<file path="config.mk">
export PLATFORM = sky130hd
export DESIGN_NAME = rmsort_ctrl
export DESIGN_NICKNAME = d
export VERILOG_FILES = /design/src/rtl/core/assert_macros.svh /design/src/rtl/core/rmsort_pkg.sv /design/src/rtl/core/rmsort_ctrl.sv
export SDC_FILE = /design/constraint.sdc
export NUM_CORES = 1
export LEC_CHECK = 0
export BUFFER_PORTS_ARGS = -buffer_cell sky130_fd_sc_hd__buf_4
export CELL_PAD_IN_SITES_DETAIL_PLACEMENT = 0
export CELL_PAD_IN_SITES_GLOBAL_PLACEMENT = 1
export CORE_AREA = 2 2 39 41
export DETAILED_ROUTE_END_ITERATION = 10
export DIE_AREA = 0 0 41 43
export HOLD_SLACK_MARGIN = 0.15
export MAX_ROUTING_LAYER = met4
export PLACE_DENSITY_LB_ADDON = 0.3
export SLEW_MARGIN = 10
export SYNTH_ARGS = -nofsm -noshare
export SYNTH_HDL_FRONTEND = slang
export SYNTH_SLANG_ARGS = --single-unit
</file>
<file path="constraint.sdc">
create_clock -name clk -period 3.1 [get_ports clk]
set_clock_uncertainty 0.1 [all_clocks]
set_input_delay 0.775 -clock clk [delete_from_list [all_inputs] [get_ports clk]]
set_output_delay 0.775 -clock clk [all_outputs]
set_load 0.01 [all_outputs]
</file>
<file path="src/rtl/core/assert_macros.svh">
// Assertion macros used by the datapath RTL file of the record sort block
`ifndef ASSERT_MACROS_SVH
`define ASSERT_MACROS_SVH

// Property that must hold at every clock edge outside reset
`define ASSERT_CLK(name, prop, msg) \
  name: assert property (@(posedge clk) disable iff (rst) (prop)) \
    else $error(msg);

// Same-cycle implication outside reset
`define ASSERT_IMPL(name, ante, cons, msg) \
  name: assert property (@(posedge clk) disable iff (rst) (ante) |-> (cons)) \
    else $error(msg);

`endif

</file>
<file path="src/rtl/core/rmsort_pkg.sv">
// Types and constants of the record sort block
package rmsort_pkg;

  localparam int MAX_RECORDS = 64;
  localparam int IDX_W       = $clog2(MAX_RECORDS);
  localparam int CNT_W       = IDX_W + 1;
  localparam int ADDR_W      = IDX_W + 1;
  localparam int MEM_DEPTH   = 2 ** ADDR_W;

  localparam int ID_W    = 6;
  localparam int PRICE_W = 31;
  localparam int COUNT_W = 31;

  typedef logic [CNT_W-1:0] cnt_t;

  typedef struct packed {
    logic [ID_W-1:0]    id;
    logic [PRICE_W-1:0] price;
    logic [COUNT_W-1:0] count;
  } rec_t;

  // Controller to datapath
  typedef struct packed {
    logic load;
    logic load_last;
    logic run_setup;
    logic merge_read;
    logic merge_step;
    logic emit_read;
    logic emit_take;
  } cmd_t;

  // Datapath to controller
  typedef struct packed {
    logic single;
    logic run_end;
    logic pass_end;
    logic sort_end;
    logic emit_end;
    logic out_free;
  } stat_t;

endpackage

</file>
<file path="src/rtl/core/rmsort_ctrl.sv">
// Sequencer for load, bottom-up merge passes and emit
module rmsort_ctrl (
  input  logic              clk,
  input  logic              rst,
  input  logic              in_valid,
  input  logic              in_last,
  output logic              in_ready,
  input  rmsort_pkg::stat_t stat,
  output rmsort_pkg::cmd_t  cmd
);
  import rmsort_pkg::*;

  typedef enum logic [5:0] {
    S_LOAD  = 6'b000001,
    S_SETUP = 6'b000010,
    S_MREAD = 6'b000100,
    S_MSTEP = 6'b001000,
    S_EREAD = 6'b010000,
    S_EOUT  = 6'b100000
  } state_t;

  state_t state, state_next;

  always_ff @(posedge clk) begin
    if (rst) begin
      state <= S_LOAD;
    end else begin
      state <= state_next;
    end
  end

  assign in_ready = (state == S_LOAD);

  always_comb begin
    state_next = state;
    cmd        = '0;
    unique case (state)
      S_LOAD: begin
        if (in_valid) begin
          cmd.load      = 1'b1;
          cmd.load_last = in_last;
          if (in_last) begin
            state_next = stat.single ? S_EREAD : S_SETUP;
          end
        end
      end
      S_SETUP: begin
        cmd.run_setup = 1'b1;
        state_next    = S_MREAD;
      end
      S_MREAD: begin
        cmd.merge_read = 1'b1;
        state_next     = S_MSTEP;
      end
      S_MSTEP: begin
        cmd.merge_step = 1'b1;
        if (stat.run_end && stat.pass_end && stat.sort_end) begin
          state_next = S_EREAD;
        end else if (stat.run_end) begin
          state_next = S_SETUP;
        end else begin
          state_next = S_MREAD;
        end
      end
      S_EREAD: begin
        cmd.emit_read = 1'b1;
        state_next    = S_EOUT;
      end
      S_EOUT: begin
        // hold until the output register can take the record
        if (stat.out_free) begin
          cmd.emit_take = 1'b1;
          state_next    = stat.emit_end ? S_LOAD : S_EREAD;
        end
      end
      default: state_next = S_LOAD;
    endcase
  end

endmodule

</file>
After elaboration in Yosys (flattened, before gate mapping)
Index checks and enable logic that the tools add are counted.

operators by class
  equality and inequality tests = 9
  multiplexer cells = 16
  reduce and logical (&&, ||, !) cells = 3

operators with widths
  kind                                            number
  one-hot mux 6 bit (6 select lines)              1
  2-to-1 mux 6 bit                                4
  2-to-1 mux 5 bit                                2
  == test 6 x 1 -> 1 bit (second input constant)  1
  == test 6 x 2 -> 1 bit (second input constant)  1
  == test 6 x 3 -> 1 bit (second input constant)  1
  == test 6 x 4 -> 1 bit (second input constant)  1
  == test 6 x 5 -> 1 bit (second input constant)  1
  == test 6 bit (second input constant)           1
  2-to-1 mux 1 bit                                6
  inequality test 2 bit (second input constant)   3
  2-to-1 mux 2 bit                                2
  2-to-1 mux 3 bit                                1
  AND reduction 3 bit                             1
  logical AND 1 bit                               2

storage, ports and cells
  register bits = 6
  bits of input ports = 10
  output and inout bits = 8

Logic depth before layout (Yosys ltp)
Gate-level depths: netlist of run 1.

  depth after elaboration = 4
  depth in mapped cells = 4
  gate-level depth less buffers = 4

Worst setup path before layout of run 1
Ideal clock, no wire load.

  kind = reg2out
  start point = register state[1]
  end point = output port cmd[5] in the netlist's numbering
  data arrival time = 1.100 ns
  path slack = 1.125 ns
  cell stages (with the launch flop) = 4
  path buffers = 0
  cell sequence = dfxtp_1 nor4_4 and2_4 and3_1

RTL lines
  element                 line               source
  start, declared         rmsort_ctrl.sv:22  state_t state, state_next;
  start signal, assigned  rmsort_ctrl.sv:28  state <= state_next;
  end, declared           rmsort_ctrl.sv:9   output rmsort_pkg::cmd_t cmd

==> run metrics, run 1 <==
met3 routed WL 45 um; DIE WIDTH 41 um; clock transition at the registers of the reported paths 40 ps; PwrDens 363 nW/um^2; top cell type's share of synthesized area 31.3%; fmax 0.426 GHz; CTS sink count 6; register with the most flip-flops state; Setup TNS Final 0 ps; CP Buf/Inv Count 1; FF+latch area 120 um^2; Final HPWL DP 741 um; Seq cells post-synth 6; max reg flops 6; max layer used met4; H-tree levels 1; crit start category flop; Final ANT Viol Nets 0; Num CTS Buffers 3; Fin. Hold Viols 0; worst-path fanout max 5; share of layout cells above drive strength 1 37.9%; number of fill cells 138; Tmin final 2350 ps; worst-skew pair later-pin latency 240 ps; cells after synthesis 46; first-pass GRT wire length 1570 um; fin. max-slew vios 0; cell taking the most area after synthesis dfxtp_1; crit path DAT 1470 ps; Layout Nets 78; grt ovf 0; Yosys warnings 0; Setup Fix Bufs, Post-CTS 0; DR WL/cell 11.1 um; hold crit path type flop to flop; CP max stage delay 370 ps; Max VDD drop 0.142 mV; GRT Util Overall 13.9%; TritonCTS clock tree built; Critical Path End Type output pin; Die Area 1760 um^2; Initial Util 27.8%; Clk Tree Root Cell clkbuf_4; Routed WL 909 um; Detailed Route Iter0 Violations 16; wl on met1 398 um; final setup violation count 0; DRC violations left 0; Inserted Diodes 0; Synth Net Count 56; leakage power 0.281 nW; cts repair resizes 0; core area 1380 um^2; critical path start-end classification flop to output pin; Seq/Total Area, Yosys 31.3%; Distinct cells, synth 25; number of detailed-route iterations in the first pass 4; drt via density 5.02; Largest regs state (6); die height 43 um; antenna violations before repair 0; I/O pin cnt 18; CTS Hold Bufs 0; area growth from synthesis to layout 44.3%; top cells by area, synth dfxtp_1 (31%), nor2_1 (6.8%), and4b_2 (5.9%); largest net degree at the start of global routing 6; crit-path cells nor4_4 -> and2_4 -> and3_1 -> buf_4; area of the mapped netlist 384 um^2; row count 14; multi-input logic area 249 um^2; syn avg cell area 8.35 um^2; slowest CP cell nor4_4; Final period util 75.7%; Max Root-Sink Buffers 2; number of global-route vias before repair 392; unrepaired setup endpoints after global routing false; cell family with most CP delay simple AND/OR/NAND/NOR gates; met2 WL 452 um; via count 412; Placer Congestion 0.718; PortBufs 17; critical path required time 2220 ps; placed cell areas 532 um^2; Slew headroom 79.9%; post-route cell area 554 um^2; Slew @ Worst Pin 300 ps; outcome complete, no violations; max-cap violations 0
cell usage in the layout, fill, tap and decap left out:
master,netlist,final
and4b_2,2,2
a21oi_1,4,4
a32oi_1,1,1
nor4_4,1,1
nor2_1,7,7
a22oi_1,1,1
and2_4,1,1
o21ai_0,1,1
nor3b_1,1,1
nand4_1,1,1
nand3b_1,1,1
and3_1,1,1
dfxtp_1,6,6
o21a_1,1,1
buf_4,0,17
and4b_1,2,2
nand2_1,2,2
nor3_1,1,1
inv_1,4,4
and3_2,1,1
clkbuf_4,0,3
nor2b_1,1,1
xor2_1,2,2
o31ai_1,1,1
or2b_1,1,1
and3b_1,1,1
a31oi_1,1,1
power breakdown:
group	total (mW)	switching (mW)	internal, mW
registers	0.0841	0.00403	0.0801
logic	0.0469	0.0202	0.0267
clock network	0.0703	0.0266	0.0437
total	0.201	0.0508	0.151
worst register-to-register path: stages, from the launching register on:
cell      delay [ps]
dfxtp_1          350
nor4_4           370
nand3b_1         190
o21ai_0          290
a21oi_1           80
synthesized netlist by cell type:
| master | n |
|---|---|
| or2b_1 | 1 |
| and4b_2 | 2 |
| o21ai_0 | 1 |
| and4b_1 | 2 |
| o31ai_1 | 1 |
| nand3b_1 | 1 |
| a31oi_1 | 1 |
| dfxtp_1 | 6 |
| a21oi_1 | 4 |
| nor2b_1 | 1 |
| a32oi_1 | 1 |
| inv_1 | 4 |
| nor3_1 | 1 |
| and3_1 | 1 |
| o21a_1 | 1 |
| and3_2 | 1 |
| a22oi_1 | 1 |
| nand4_1 | 1 |
| nor3b_1 | 1 |
| and2_4 | 1 |
| nand2_1 | 2 |
| nor4_4 | 1 |
| xor2_1 | 2 |
| nor2_1 | 7 |
| and3b_1 | 1 |
cells by family after synthesis:
group	share of synthesized area [%]
DFF	31.3
xor gates and xnor gates	4.56
AOI/OAI and AO/OA	16.3
buffers and inverters	3.91
and+or+nand+nor	44.0
through the flow:
stage | power (mW) | instances | setup WS (ps) | util (%) | hold slack, ps
2_1_floorplan | 0.110 | 46 | 1130 | - | 495
3_3_place_gp | 0.133 | 79 | 1000 | 38.4 | 579
3_5_place_dp | 0.132 | 79 | 1000 | 38.4 | 571
4_1_cts | 0.204 | 82 | 733 | 40.1 | 579
5_1_grt | 0.214 | 82 | 657 | 40.1 | 603
6_report | 0.201 | 82 | 754 | 40.1 | 594
per-layer routing:
metal	track usage, %	vias up
met2	18.4	12
li1	-	211
met5	-	-
met4	10.0	0
met3	3.14	2
met1	17.7	187
final timing paths:
kind	startpoint	end	slack, ps	cells past startpoint
worst max-delay path	state[1]	cmd[5]	750	4
worst min-delay path	state[5]	state[0]	590	2
worst max register to register	state[1]	state[4]	1600	4
worst min register to register	state[5]	state[0]	590	2
final cells by class:
cell class	instances	area share (%)
sequential	6	21.7
inverter	4	2.71
clock buffer	3	4.06
tap	16	3.61
timing repair buffer	17	23.0
multi-input combinational	36	44.9
(Power assumes the default switching activity.)
==> run 2, diff against run 1 <==
--- a/config.mk
+++ b/config.mk
@@ -8,9 +8,9 @@
 export BUFFER_PORTS_ARGS = -buffer_cell sky130_fd_sc_hd__buf_4
 export CELL_PAD_IN_SITES_DETAIL_PLACEMENT = 0
 export CELL_PAD_IN_SITES_GLOBAL_PLACEMENT = 1
-export CORE_AREA = 2 2 39 41
+export CORE_MARGIN = 1.5
+export CORE_UTILIZATION = 26
 export DETAILED_ROUTE_END_ITERATION = 10
-export DIE_AREA = 0 0 41 43
 export HOLD_SLACK_MARGIN = 0.15
 export MAX_ROUTING_LAYER = met4
 export PLACE_DENSITY_LB_ADDON = 0.3
==> constraint.sdc (replaced) <==
create_clock -name clk -period 2 [get_ports clk]
set_clock_uncertainty 0.1 [all_clocks]
set_input_delay 0.5 -clock clk [delete_from_list [all_inputs] [get_ports clk]]
set_output_delay 0.5 -clock clk [all_outputs]
set_load 0.01 [all_outputs]
==> run metrics, run 2 (synthesis gave the netlist of run 1 again) <==
outcome finished, violations left; failing checks setup timing; Tmin final 2010 ps; PortBufs 17; core area 1330 um^2; via count 424; PwrDens 543 nW/um^2; Largest regs state (6); Routed WL 1010 um; fmax 0.497 GHz; fin util 44.7%; GRT Util Overall 13.0%; antenna violations before repair 0; DIE WIDTH 41.4 um; Initial Util 28.8%; Max VDD drop 0.209 mV; worst-path fanout max 5; Final period util 101%; area growth from synthesis to layout 55.4%; row count 13; share of layout cells above drive strength 1 45.7%; DR WL/cell 11.9 um; critical path start-end classification flop to output pin; number of global-route vias before repair 412; I/O pin cnt 18; Die Area 1720 um^2; Fin. Hold Viols 0; setup ws final -13.2 ps; number of detailed-route iterations in the first pass 4; most frequent cells in the layout buf_4 (20), nor2_1 (7), inv_1 (4), a21oi_1 (4), dfxtp_1 (4); Critical Path End Type output pin; die height 41.4 um; DRC violations left 0; Layout Cells excl Fill 85; leakage power 0.300 nW; Switch Pwr 81.3 uW; most common cell after layout, fill and taps aside buf_4; Slew headroom 79.6%; Logic pwr share 27.0%; H-tree levels 1; Inserted Diodes 0; Layout Nets 82; Final ANT Viol Nets 0; drt via density 4.99; Num CTS Buffers 3; worst-skew pair later-pin latency 240 ps; Clk Tree Root Cell clkbuf_4; register with the most flip-flops state; Net Sw Frac 25.1%; first-pass GRT wire length 1640 um; Slew @ Worst Pin 304 ps; Placed Cells incl. Taps 78; max-cap violations 0; Detailed Route Iter0 Violations 3; crit start category flop; fin. max-slew vios 0; Seq pwr share 39.8%; Clock Power Share 33.1%; TritonCTS clock tree built; grt ovf 0; Power Total 324 uW; max reg flops 6; hold crit path type primary input to flop; Final HPWL DP 766 um; unrepaired setup endpoints after global routing true; post-route cell area 597 um^2; clock transition at the registers of the reported paths 40 ps; Final Hold Slack 339 ps; placed cell areas 531 um^2; crit path DAT 1410 ps; Placer Congestion 0.737; Int Pwr 243 uW; final setup violation count 1; critical path required time 1400 ps; CTS sink count 6; CTS Hold Bufs 0; largest net degree at the start of global routing 6; Max Root-Sink Buffers 2
-- run 2: changes by cell type in the layout (fill, tap and decap cells not counted) --
cell and change:
dfxtp_2 +1, buf_6 +1, and3_4 +1, dfxtp_4 +1, and3_1 -1, buf_4 +3
dfxtp_1 -2
-- run 2: area by class of cell --
cell class / instances / area, um^2
repair buffers: 21 / 161
inverters: 4 / 15.0
flip-flops and latches: 6 / 125
multi-input cells: 36 / 254
well taps: 15 / 18.8
clock buffers: 3 / 22.5
fillers: 134 / 737
-- run 2: metal layers --
layer / share of wire, % / GRT usage (%) / vias up
met5: 0 / - / -
met4: 1.9 / 9.68 / 0
met3: 4.2 / 3.04 / 2
met2: 50 / 20.6 / 14
met1: 43 / 13.9 / 190
li1: - / - / 218
-- run 2: timing repair --
item                                    4_1_cts  5_1_grt
setup buffers                                 2        2
pin swaps                                     3        2
resized for setup                             5        0
endpoints found under the setup margin        2        3
-- run 2: stage by stage --
step | setup slack (ps) | setup TNS [ps]
floorplan | 300 | 0
global placement | 159 | 0
detailed placement | 156 | 0
CTS | -30.9 | -30.9
global route | -83.5 | -189
finish | -13.2 | -13.2
-- run 2: power by group through the flow --
stage	Combinational [mW]	Clock, mW	Sequential, mW
finish	0.0877	0.107	0.129
global route	0.0965	0.119	0.130
CTS	0.0836	0.112	0.129
detailed placement	0.0725	0	0.132
global placement	0.0737	0	0.132
floorplan	0.0391	0	0.131
-- run 2: path summary, 6_finish.rpt --
kind	start	to	slack, ps	depth (start not counted)
worst min-delay path	rst	state[2]	340	2
worst max register to register	state[2]	state[1]	420	5
worst max-delay path	state[2]	cmd[5]	-10	4
worst min register to register	state[4]	state[4]	550	3
-- run 2: worst max-delay path, stage by stage (launching register included) --
cell	delay, ps
dfxtp_2	340
nor4_4	360
and2_4	210
and3_4	180
buf_6	100
==> run 3, diff against run 2 <==
--- a/config.mk
+++ b/config.mk
@@ -5,6 +5,7 @@
 export SDC_FILE = /design/constraint.sdc
 export NUM_CORES = 1
 export LEC_CHECK = 0
+export ABC_AREA = 1
 export BUFFER_PORTS_ARGS = -buffer_cell sky130_fd_sc_hd__buf_4
 export CELL_PAD_IN_SITES_DETAIL_PLACEMENT = 0
 export CELL_PAD_IN_SITES_GLOBAL_PLACEMENT = 1
==> run metrics, run 3 <==
TritonCTS clock tree built; Switch Pwr 172 uW; Max VDD drop 0.416 mV; Initial Util 28.8%; Final HPWL DP 861 um; via count 495; Net Sw Frac 37.4%; post-route cell area 619 um^2; Power Total 461 uW; register with the most flip-flops state; share of layout cells above drive strength 1 42.3%; top cells by area, synth dfxtp_1 (27%), nand2_1 (15%), nor2_1 (11%); fmax 0.550 GHz; M1 GR Usage 12.5%; most common cell after layout, fill and taps aside nand2_1; cts repair resizes 0; EDFF count, synth 0; cells after synthesis 77; Clock Power Share 23.4%; number of global-route vias before repair 460; Seq/Total Area, Yosys 26.7%; most frequent cells in the layout nand2_1 (18), buf_4 (17), nor2_1 (13); DRC violations left 0; crit path DAT 1220 ps; Layout Nets 109; Logic pwr share 45.4%; Seq pwr share 31.2%; Distinct cells, synth 16; DIE WIDTH 44.6 um; Die Area 1990 um^2; Yosys warnings 0; Layout Cells excl Fill 113; critical path start-end classification flop to output pin; GR peak layer met2; Placer Congestion 0.716; CTS Hold Bufs 0; Slew headroom 87.9%; row count 14; top post-synthesis cells by count nand2_1 (18), nor2_1 (13), inv_2 (10); Int Pwr 289 uW; crit-path cells inv_2 -> nor2_2 -> and3_1 -> inv_1 -> nor2_1 -> buf_4; I/O pin cnt 18; Seq cells post-synth 6; Final ANT Viol Nets 0; number of detailed-route iterations in the first pass 4; Setup WS pre-CTS 434 ps; largest net degree at the start of global routing 7; Setup Fix Bufs, Post-CTS 0; Top FF cell, synth dfxtp_1; PortBufs 17; syn avg cell area 5.83 um^2; PwrDens 744 nW/um^2; clock transition at the registers of the reported paths 40 ps; Num CTS Buffers 3; Fin. Hold Viols 0; Routed WL 977 um; unrepaired setup endpoints after global routing false; grt ovf 0; fin util 39.7%; count leader, synth nand2_1; met3 GRT Util 1.22%; max-cap violations 0; Final period util 90.8%; area of the mapped netlist 449 um^2; slowest CP cell dfxtp_1; Placed Cells incl. Taps 110; Clk Tree Root Cell clkbuf_4; Synth Net Count 87; leakage power 0.358 nW; GRT Util Overall 12.0%; fin. max-slew vios 0; hold crit path type primary input to flop; CTS sink count 6; crit start category flop; Setup TNS Final 0 ps; cell taking the most area after synthesis dfxtp_1; CP max stage delay 350 ps; critical path required time 1400 ps; asr flop ratio synth 0%; final setup violation count 0; Inserted Diodes 0; top cell type's share of synthesized area 26.7%; placed cell areas 597 um^2; setup ws final 183 ps; antenna violations before repair 0; Largest regs state (6); Detailed Route Iter0 Violations 8; Tmin final 1820 ps; first-pass GRT wire length 1620 um; Critical Path End Type output pin; Slew @ Worst Pin 180 ps; outcome complete, no violations; grt met2 use 19.4%; worst-skew pair later-pin latency 240 ps; H-tree levels 1; area growth from synthesis to layout 37.9%; Final Hold Slack 364 ps; Max Root-Sink Buffers 2; drt via density 4.38; die height 44.6 um; DR WL/cell 8.65 um; core area 1560 um^2; worst-path fanout max 3; max reg flops 6
==> run 3: cell types whose count changed in the layout (fill, tap and decap cells not counted), sizes merged, moves of 2 or more <==
cell	change
a21oi	-2
nand3	+5
o21ai	+3
inv	+15
nor2	+11
nand2	+19
xor2	-2
and4b	-4
buf	-4
==> run 3: power groups by stage <==
| stage | sequential (mW) | combinational, mW | clock [mW] |
|---|---|---|---|
| final | 0.144 | 0.209 | 0.108 |
| after global routing | 0.146 | 0.237 | 0.117 |
| after CTS | 0.144 | 0.213 | 0.112 |
| after detailed placement | 0.146 | 0.212 | 0 |
| after global placement | 0.147 | 0.211 | 0 |
| after floorplan | 0.144 | 0.143 | 0 |
==> run 3: path summary, 6_finish.rpt <==
| path | slack, ps | start | to | cells past startpoint |
|---|---|---|---|---|
| setup / recovery | 180 | state[5] | cmd[0] | 6 |
| hold / removal | 360 | rst | state[4] | 2 |
| setup reg to reg | 800 | state[4] | state[0] | 8 |
| hold reg to reg | 490 | state[2] | state[3] | 4 |
==> run 3: cells by family (layout without fill, tap and decap cells) <==
logic type      after synthesis  count (layout)  share of synthesized area, %
compound gates                6               6                          7.52
buf+inv                      19              39                          15.9
flops                         6               6                          26.7
simple gates                 46              46                          49.9
==> run 3: worst max-delay path: cells and delay by family (launching register included) <==
| family | cells | cell delay, ps |
|---|---|---|
| and+or+nand+nor | 3 | 410 |
| DFF | 1 | 350 |
| buffers and inverters | 3 | 220 |
==> run 3: cell type report <==
cell class / count / area [um^2]
flip-flops and latches: 6 / 120
clock buffers: 3 / 22.5
inverters: 19 / 71.3
fillers: 167 / 940
multi-input cells: 52 / 258
repair buffers: 17 / 128
well taps: 16 / 20.0
==> run 3: routing by layer <==
metal	wire (um)	vias to the layer above
li1	-	271
met1	444	210
met2	494	14
met3	37	0
met4	0	0
met5	0	-
